$ cat src/vmmio_pkg.sv
// Shared constants, codes and types for the legacy virtio MMIO register block.
package vmmio_pkg;

  // Item kinds
  localparam logic [1:0] KIND_READ  = 2'd0;
  localparam logic [1:0] KIND_WRITE = 2'd1;
  localparam logic [1:0] KIND_RAISE = 2'd2;

  // Register offsets within the 4 KiB window
  localparam logic [11:0] OFF_MAGIC       = 12'h000;
  localparam logic [11:0] OFF_VERSION     = 12'h004;
  localparam logic [11:0] OFF_DEVICE_ID   = 12'h008;
  localparam logic [11:0] OFF_VENDOR_ID   = 12'h00c;
  localparam logic [11:0] OFF_HOST_FEAT   = 12'h010;
  localparam logic [11:0] OFF_HOST_SEL    = 12'h014;
  localparam logic [11:0] OFF_GUEST_FEAT  = 12'h020;
  localparam logic [11:0] OFF_GUEST_SEL   = 12'h024;
  localparam logic [11:0] OFF_PAGE_SIZE   = 12'h028;
  localparam logic [11:0] OFF_QUEUE_SEL   = 12'h030;
  localparam logic [11:0] OFF_QUEUE_MAX   = 12'h034;
  localparam logic [11:0] OFF_QUEUE_NUM   = 12'h038;
  localparam logic [11:0] OFF_QUEUE_ALIGN = 12'h03c;
  localparam logic [11:0] OFF_QUEUE_PFN   = 12'h040;
  localparam logic [11:0] OFF_QUEUE_NOTE  = 12'h050;
  localparam logic [11:0] OFF_INT_STATUS  = 12'h060;
  localparam logic [11:0] OFF_INT_ACK     = 12'h064;
  localparam logic [11:0] OFF_STATUS      = 12'h070;
  localparam logic [11:0] CONFIG_BASE     = 12'h100;

  // Fixed register values
  localparam logic [31:0] MAGIC_VALUE   = 32'h7472_6976;
  localparam logic [31:0] VERSION_VALUE = 32'h0000_0001;
  localparam logic [31:0] VENDOR_VALUE  = 32'h554D_4551;
  localparam logic [31:0] MAX_RING_SIZE = 32'd1024;
  localparam logic [2:0]  REG_BYTES     = 3'd4;

  // Configuration register indexes (APB byte address bit 2)
  localparam logic CFG_DEVICE_ID = 1'b0;
  localparam logic CFG_FEATURES  = 1'b1;

  localparam int QUEUE_COUNT_DEF = 64;

  // One queue table entry: written PFN and the page shift in force at write time
  typedef struct packed {
    logic [4:0]  shift;
    logic [31:0] pfn;
  } qentry_t;

endpackage

$ cat src/vmmio_ram.sv
// Generic single-write, single-read RAM with registered read data.
module vmmio_ram #(
  parameter int WIDTH = 32,
  parameter int DEPTH = 64
) (
  input  logic                                     clk,
  input  logic                                     we,
  input  logic [((DEPTH > 1) ? $clog2(DEPTH) : 1)-1:0] waddr,
  input  logic [WIDTH-1:0]                         wdata,
  input  logic [((DEPTH > 1) ? $clog2(DEPTH) : 1)-1:0] raddr,
  output logic [WIDTH-1:0]                         rdata
);

  logic [WIDTH-1:0] mem [DEPTH];

  always_ff @(posedge clk) begin
    if (we) begin
      mem[waddr] <= wdata;
    end
    rdata <= mem[raddr];
  end

endmodule

$ cat src/virtio_mmio_transport_registers_core.sv
// An accepted transfer passes through the input register and then the result register.
// Throughput: one transfer per cycle unless the result stalls; the queue table RAM is read every
// cycle at the next selected queue, with a one-entry bypass for a write made in the cycle before.
// Reset (rst, synchronous): clears all control and transport state and the per-queue valid
// bits at once, so queue addresses read as zero; no clearing pass, items are taken right away.
module virtio_mmio_transport_registers_core #(
  parameter int QUEUE_COUNT = vmmio_pkg::QUEUE_COUNT_DEF
) (
  input  logic        clk,
  input  logic        rst,
  // request channel
  input  logic        req_valid,
  output logic        req_stall,
  input  logic [1:0]  kind,
  input  logic [11:0] reg_offset,
  input  logic [2:0]  access_bytes,
  input  logic [31:0] write_value,
  // response channel
  output logic        rsp_valid,
  input  logic        rsp_stall,
  output logic [31:0] read_data,
  output logic        irq_level,
  output logic        notify_valid,
  output logic [5:0]  notify_queue,
  output logic        features_valid,
  output logic [31:0] accepted_features,
  output logic        reset_pulse,
  // configuration port
  input  logic        psel,
  input  logic        penable,
  input  logic        pwrite,
  input  logic [2:0]  paddr,
  input  logic [31:0] pwdata,
  output logic [31:0] prdata,
  output logic        pready
);

  localparam int QW = (QUEUE_COUNT > 1) ? $clog2(QUEUE_COUNT) : 1;

  // configuration registers
  logic [7:0]  device_type_id;
  logic [31:0] offered_features;

  // transport state
  logic [31:0]            host_select, host_select_next;
  logic [31:0]            guest_select, guest_select_next;
  logic [4:0]             page_shift, page_shift_next;
  logic [QW-1:0]          selected_queue, selected_queue_next;
  logic [7:0]             interrupt_status, interrupt_status_next;
  logic [7:0]             device_status, device_status_next;
  logic [QUEUE_COUNT-1:0] qvalid, qvalid_next;

  // input register
  logic        s1_valid;
  logic [1:0]  s1_kind;
  logic [11:0] s1_offset;
  logic [2:0]  s1_bytes;
  logic [31:0] s1_value;

  // queue table
  vmmio_pkg::qentry_t ram_rdata, ram_wdata, byp_data, qentry;
  logic               ram_we, byp_hit;
  logic [31:0]        qread;

  // result values
  logic [31:0] rdata_c, fbits_c;
  logic        nvalid_c, fvalid_c, rpulse_c;
  logic [5:0]  nqueue_c;
  logic        adv, reg_access, dev_reset;

  // trailing zero count; zero input gives zero
  function automatic logic [4:0] ctz32(input logic [31:0] v);
    logic [4:0] n;
    n = 5'd0;
    for (int i = 31; i >= 0; i--) begin
      if (v[i]) n = 5'(i);
    end
    return n;
  endfunction

  // flow control
  assign adv       = s1_valid && (!rsp_valid || !rsp_stall);
  assign req_stall = s1_valid && !adv;

  // input register
  always_ff @(posedge clk) begin
    if (rst) begin
      s1_valid <= 1'b0;
    end else if (req_valid && !req_stall) begin
      s1_valid <= 1'b1;
    end else if (adv) begin
      s1_valid <= 1'b0;
    end
    if (req_valid && !req_stall) begin
      s1_kind   <= kind;
      s1_offset <= reg_offset;
      s1_bytes  <= access_bytes;
      s1_value  <= write_value;
    end
  end

  // current queue entry with bypass of last cycle's write
  assign qentry = byp_hit ? byp_data : ram_rdata;
  assign qread  = qvalid[selected_queue]
                ? 32'((64'(qentry.pfn) << qentry.shift) >> page_shift) : 32'd0;

  // decode and state update
  always_comb begin
    host_select_next      = host_select;
    guest_select_next     = guest_select;
    page_shift_next       = page_shift;
    selected_queue_next   = selected_queue;
    interrupt_status_next = interrupt_status;
    device_status_next    = device_status;
    qvalid_next           = qvalid;
    rdata_c   = 32'd0;
    fbits_c   = 32'd0;
    nvalid_c  = 1'b0;
    fvalid_c  = 1'b0;
    rpulse_c  = 1'b0;
    nqueue_c  = 6'd0;
    ram_we    = 1'b0;
    dev_reset = 1'b0;
    ram_wdata = '{shift: page_shift, pfn: s1_value};
    reg_access = (s1_offset < vmmio_pkg::CONFIG_BASE) && (s1_bytes == vmmio_pkg::REG_BYTES);

    if (adv) begin
      case (s1_kind)
        vmmio_pkg::KIND_READ: begin
          if (reg_access) begin
            case (s1_offset)
              vmmio_pkg::OFF_MAGIC:      rdata_c = vmmio_pkg::MAGIC_VALUE;
              vmmio_pkg::OFF_VERSION:    rdata_c = vmmio_pkg::VERSION_VALUE;
              vmmio_pkg::OFF_DEVICE_ID:  rdata_c = {24'd0, device_type_id};
              vmmio_pkg::OFF_VENDOR_ID:  rdata_c = vmmio_pkg::VENDOR_VALUE;
              vmmio_pkg::OFF_HOST_FEAT:  rdata_c = (host_select == 32'd0) ? offered_features
                                                                         : 32'd0;
              vmmio_pkg::OFF_QUEUE_MAX:  rdata_c = vmmio_pkg::MAX_RING_SIZE;
              vmmio_pkg::OFF_QUEUE_PFN:  rdata_c = qread;
              vmmio_pkg::OFF_INT_STATUS: rdata_c = {24'd0, interrupt_status};
              vmmio_pkg::OFF_STATUS:     rdata_c = {24'd0, device_status};
              default:                   rdata_c = 32'd0;
            endcase
          end
        end
        vmmio_pkg::KIND_WRITE: begin
          if (reg_access) begin
            case (s1_offset)
              vmmio_pkg::OFF_HOST_SEL:  host_select_next = s1_value;
              vmmio_pkg::OFF_GUEST_FEAT: begin
                if (guest_select == 32'd0) begin
                  fvalid_c = 1'b1;
                  fbits_c  = s1_value;
                end
              end
              vmmio_pkg::OFF_GUEST_SEL: guest_select_next = s1_value;
              vmmio_pkg::OFF_PAGE_SIZE: page_shift_next = ctz32(s1_value);
              vmmio_pkg::OFF_QUEUE_SEL: begin
                if (s1_value < 32'(QUEUE_COUNT)) selected_queue_next = s1_value[QW-1:0];
              end
              vmmio_pkg::OFF_QUEUE_PFN: begin
                if (s1_value == 32'd0) dev_reset = 1'b1;
                else ram_we = 1'b1;
              end
              vmmio_pkg::OFF_QUEUE_NOTE: begin
                if (s1_value < 32'(QUEUE_COUNT)) begin
                  nvalid_c = 1'b1;
                  nqueue_c = s1_value[5:0];
                end
              end
              vmmio_pkg::OFF_INT_ACK:   interrupt_status_next = interrupt_status & ~s1_value[7:0];
              vmmio_pkg::OFF_STATUS: begin
                device_status_next = s1_value[7:0];
                if (s1_value[7:0] == 8'd0) dev_reset = 1'b1;
              end
              default: ;
            endcase
          end
        end
        vmmio_pkg::KIND_RAISE: interrupt_status_next = interrupt_status | s1_value[7:0];
        default: ;
      endcase

      // queue entry becomes valid when written
      if (ram_we) qvalid_next[selected_queue] = 1'b1;

      // device reset
      if (dev_reset) begin
        rpulse_c              = 1'b1;
        device_status_next    = 8'd0;
        interrupt_status_next = 8'd0;
        selected_queue_next   = '0;
        qvalid_next           = '0;
      end
    end
  end

  // queue table RAM, read at the next selected queue
  vmmio_ram #(
    .WIDTH($bits(vmmio_pkg::qentry_t)),
    .DEPTH(QUEUE_COUNT)
  ) u_qram (
    .clk  (clk),
    .we   (ram_we),
    .waddr(selected_queue),
    .wdata(ram_wdata),
    .raddr(selected_queue_next),
    .rdata(ram_rdata)
  );

  // bypass of a write the RAM read could not see
  always_ff @(posedge clk) begin
    if (rst) begin
      byp_hit <= 1'b0;
    end else begin
      byp_hit <= ram_we;
    end
    byp_data <= ram_wdata;
  end

  // transport state registers
  always_ff @(posedge clk) begin
    if (rst) begin
      host_select      <= 32'd0;
      guest_select     <= 32'd0;
      page_shift       <= 5'd0;
      selected_queue   <= '0;
      interrupt_status <= 8'd0;
      device_status    <= 8'd0;
      qvalid           <= '0;
    end else begin
      host_select      <= host_select_next;
      guest_select     <= guest_select_next;
      page_shift       <= page_shift_next;
      selected_queue   <= selected_queue_next;
      interrupt_status <= interrupt_status_next;
      device_status    <= device_status_next;
      qvalid           <= qvalid_next;
    end
  end

  // result register
  always_ff @(posedge clk) begin
    if (rst) begin
      rsp_valid <= 1'b0;
    end else if (adv) begin
      rsp_valid <= 1'b1;
    end else if (!rsp_stall) begin
      rsp_valid <= 1'b0;
    end
    if (adv) begin
      read_data         <= rdata_c;
      irq_level         <= (interrupt_status_next != 8'd0);
      notify_valid      <= nvalid_c;
      notify_queue      <= nqueue_c;
      features_valid    <= fvalid_c;
      accepted_features <= fbits_c;
      reset_pulse       <= rpulse_c;
    end
  end

  // configuration registers
  assign pready = 1'b1;
  assign prdata = (paddr[2] == vmmio_pkg::CFG_FEATURES) ? offered_features
                                                        : {24'd0, device_type_id};

  always_ff @(posedge clk) begin
    if (rst) begin
      device_type_id   <= 8'd0;
      offered_features <= 32'd0;
    end else if (psel && penable && pwrite && pready) begin
      if (paddr[2] == vmmio_pkg::CFG_FEATURES) offered_features <= pwdata;
      else device_type_id <= pwdata[7:0];
    end
  end

endmodule

$ cat config.mk
export PLATFORM = sky130hd
export DESIGN_NAME = virtio_mmio_transport_registers_core
export DESIGN_NICKNAME = d
export VERILOG_FILES = /design/src/vmmio_pkg.sv /design/src/vmmio_ram.sv /design/src/virtio_mmio_transport_registers_core.sv
export SDC_FILE = /design/constraint.sdc
export NUM_CORES = 2
export LEC_CHECK = 0
export BUFFER_PORTS_ARGS = -buffer_cell sky130_fd_sc_hd__buf_2
export CORE_MARGIN = 2
export CORE_UTILIZATION = 35
export CTS_CLUSTER_SIZE = 28
export DETAILED_ROUTE_END_ITERATION = 8
export HOLD_SLACK_MARGIN = 0.03
export PLACE_DENSITY_LB_ADDON = 0.08
export SYNTH_ARGS = -nofsm -noshare
export SYNTH_HDL_FRONTEND = slang
export SYNTH_SLANG_ARGS = --single-unit
export TNS_END_PERCENT = 5
$ cat constraint.sdc
create_clock -name clk -period 4.7 [get_ports clk]
set_input_delay 0.47 -clock clk [delete_from_list [all_inputs] [get_ports clk]]
set_output_delay 0.47 -clock clk [all_outputs]
set_load 0.02 [all_outputs]
==> reports/results.tsv <==
stage	metric	value	unit
floorplanning	Die W	578.6	um
power	pwr dens	370.3	nW/um^2
job	Max Cap Viol	0	
min_path	hold crit path type	in2reg	
global_route	initial antenna violation count	29	
global_route	global-route wire length before repair	612.1	mm
logic_synthesis	Post-synth EDFFs	2491	
logic_synthesis	Post-synth ARST share	0	%
logic_synthesis	Syn Nets	9258	
floorplanning	Core Box Area	327900	sq um
power	VDD IR max	0.0002830	V
clocking	root buffer cell	clkbuf_16	
logic_synthesis	Post-Syn Area	115600	sq um
layout	multi-input logic area	33200	sq um
layout	Layout Cells excl Fill	14580	
layout	Finished Cell Area	140300	sq um
logic_synthesis	Post-Syn Instances	9164	
clocking	Skew-Pair Late Insertion Delay	0.93	ns
logic_synthesis	Synth Warn #	0	
critical_path	Setup crit end kind	flip-flop	
logic_synthesis	FF+latch count, synth	2763	
critical_path	CP max stage cell	nor4_1	
timing	RSZ-0062 raised after global routing	true	
clocking	# H-tree levels	5	
floorplanning	Initial Util	35.24	%
global_route	largest net degree at the start of global routing	80	
logic_synthesis	post-synth top area share	64.72	%
critical_path	Crit Path Class	reg2reg	
place	placed inst area	129200	sq um
floorplanning	Rows	210	
clocking	clk sinks	2763	
timing	Worst-Margin Slew	1.333	ns
place	HPWL Detailed	276.7	mm
timing	Final period util	100.3	%
critical_path	Crit path arrival time	5.56	ns
critical_path	Crit path required time	5.54	ns
outcome	status	finished, violations left	
logic_synthesis	post-synthesis sequential area ratio	69.43	%
timing	count of final setup violators	1	
critical_path	worst path cell trace	or4_4, nor4b_4, buf_4, nand4b_4, a2bb2oi_2, buf_12, a211oi_4, buf_12, buf_4, a211oi_1, a31oi_1, o22ai_1, nor4_1, o22a_1	
layout	share of layout cells above drive strength 1	18.58	%
logic_synthesis	top post-synthesis cells by area	edfxtp_1, nand2_1, dfxtp_1	
clocking	CTS clk-pin slew, worst paths	0.06	ns
timing	Slew Limit Fails	0	
timing	setup ws final	-0.01421	ns
timing	Clock Skew	0.04490	ns
place	Placed Cells	13910	
layout	fillers	30350	
clocking	Num CTS Buffers	314	
outcome	violated checks	setup timing	
layout	NumNets Final	10070	
power	Leak	48.51	nW
floorplanning	chip height	578.6	um
critical_path	CP Max Fanout	11	
drt	routed vias	80950	
drt	vias per std cell	5.551	
drt	antenna-violating nets left	0	
critical_path	Reg2Reg Depth	14	
logic_synthesis	Yosys cell types	106	
drt	routed wire length	439.5	mm
clocking	Clock Path Buffers	4	
logic_synthesis	Yosys top cell by area	edfxtp_1	
global_route	number of global-route vias before repair	78510	
drt	detailed-route DRC error count	0	
global_route	total grt overflow	0	
floorplanning	Die ar.	334800	sq um
place	Port Buffer Count	196	
timing	f_max	212.1	MHz
min_path	WHS Path Cells	2	
drt	DR iter-0 viols	8855	
timing	fin crit period	4.714	ns
logic_synthesis	Synth Flop Type	edfxtp_1	
global_route	global-route usage over all layers	25.67	%
logic_synthesis	Post-Syn Area per Cell	12.61	sq um
timing	hold_ws	0.1405	ns
timing	Final Hold Viols	0	
drt	WL/cell	30.14	um
drt	first-pass detailed-route iteration total	6	
floorplanning	IO Pins	200	
critical_path	CP startpoint kind	flip-flop	
layout	sequential cell area	80270	sq um
layout	area grow syn2layout	21.40	%
critical_path	max incr delay on CP	0.95	ns
timing	relative slew slack	11.05	%
place	GPL Wtd Cong	0.8870	
clocking	CTS tree	built	
## routing by layer
| metal | up-vias | global-route usage [%] | wire, um |
|---|---|---|---|
| met4 | 2 | 7.414 | 13290 |
| met1 | 41710 | 35.87 | 194400 |
| met5 | - | 0 | 7 |
| met2 | 2659 | 42.13 | 207500 |
| li1 | 36030 | - | - |
| met3 | 547 | 2.896 | 24220 |
## cells in the mapped netlist (all sizes together), types with 9 or more instances
cell type  count
o221ai        45
mux2i        285
nor3          42
nor2         276
mux2         121
dfxtp        272
and3         390
o211ai        27
o2bb2ai       13
a22o           9
nand3        493
o22ai        108
clkbuf       354
a31oi        156
inv           34
a31o          41
a21boi        45
a221oi        65
and2          91
mux4          41
nor2b         18
buf          306
a221o         18
o21ai        153
nor4         143
or2           18
a21oi        621
o22a          48
nand2       2024
a211oi       205
a211o         14
edfxtp      2491
or3           11
a22oi         29
nand4         10
## power by group
group          internal, mW  switching, mW  total [mW]
logic                 0.247          0.896        1.14
registers              26.8         0.0521        26.8
clock network          13.8           10.1        24.0
total                  40.9           11.1        52.0
## critical path, delay by kind of cell (launching register included)
family,cells,cell delay [ns]
and+or+nand+nor,4,2.05
buffers and inverters,4,0.80
DFF,1,0.39
AOI/OAI and AO/OA,6,1.35
## worst paths after layout
check                           slack [ns]                    startpoint                      endpoint
worst max-delay path                 -0.01        s1_value[16]$_DFFE_PP_      u_qram.rdata[27]$_DFF_P_
worst max register to register       -0.01        s1_value[16]$_DFFE_PP_      u_qram.rdata[27]$_DFF_P_
worst min-delay path                  0.14                           rst  guest_select[2]$_SDFFE_PP0P_
worst min register to register        0.45  host_select[27]$_SDFFE_PP0P_  host_select[27]$_SDFFE_PP0P_
## repair_timing
| action | 4_1_cts | 5_1_grt |
|---|---|---|
| pin swaps | 1 | 3 |
| buffers inserted | 2 | 1 |
| gates cloned | 0 | 0 |
| hold endpoints to repair | 91 | 0 |
| resized for setup | 12 | 37 |
| setup endpoints to repair | 16 | 32 |
| hold buffers | 84 | 0 |
## registers in the layout, summed over array words and instances, names as in the netlist, 12 cells and up
name / count
accepted_features: 32
byp_data: 37
guest_select: 32
host_select: 32
offered_features: 32
qvalid: 64
read_data: 32
s1_offset: 12
s1_value: 32
u_qram.mem: 2368
u_qram.rdata: 37
## final cells by class
cell class                 count  area share (%)
antenna                       15         0.02675
clock buffer                 408           6.092
clock inverter               158          0.9569
inverter                      35         0.09453
multi-input combinational   5706           23.67
sequential                  2763           57.21
tap                         4346           3.876
timing repair buffer        1151           8.076
## through the flow
step	power (mW)	setup slack, ns	TNS (ns)	utilization (%)
final	51.96	-0.01421	-0.01421	42.79
after detailed placement	28.44	-0.5713	-1.377	39.41
after CTS	52.43	0.01257	0	42.71
after floorplan	27.77	0.01644	0	-
after global routing	53.34	-0.08009	-0.2167	42.78
after global placement	28.42	-0.4419	-0.9736	39.41
## placed cells by master, fill, tap and decap left out, types with 195 or more instances in the layout
master,netlist,routed
a211oi_1,204,204
a21oi_1,620,620
nand3_1,493,493
buf_4,35,634
clkbuf_16,0,323
buf_2,207,195
mux2i_1,282,279
nand2_1,2021,2017
buf_12,0,235
dfxtp_1,272,266
edfxtp_1,2491,2491
nor2_1,275,206
and3_1,390,388
## cell families after synthesis
family          after synthesis  synth area share, %
compound gates             1688                9.447
xor+xnor                      1             0.007580
fa+ha+maj                     3              0.03248
buf+inv                     695                2.683
flops                      2763                69.43
mux                         447                4.463
other cells                   1             0.003245
simple gates               3566                13.93
Note: power is estimated with default switching activity, not from simulation.
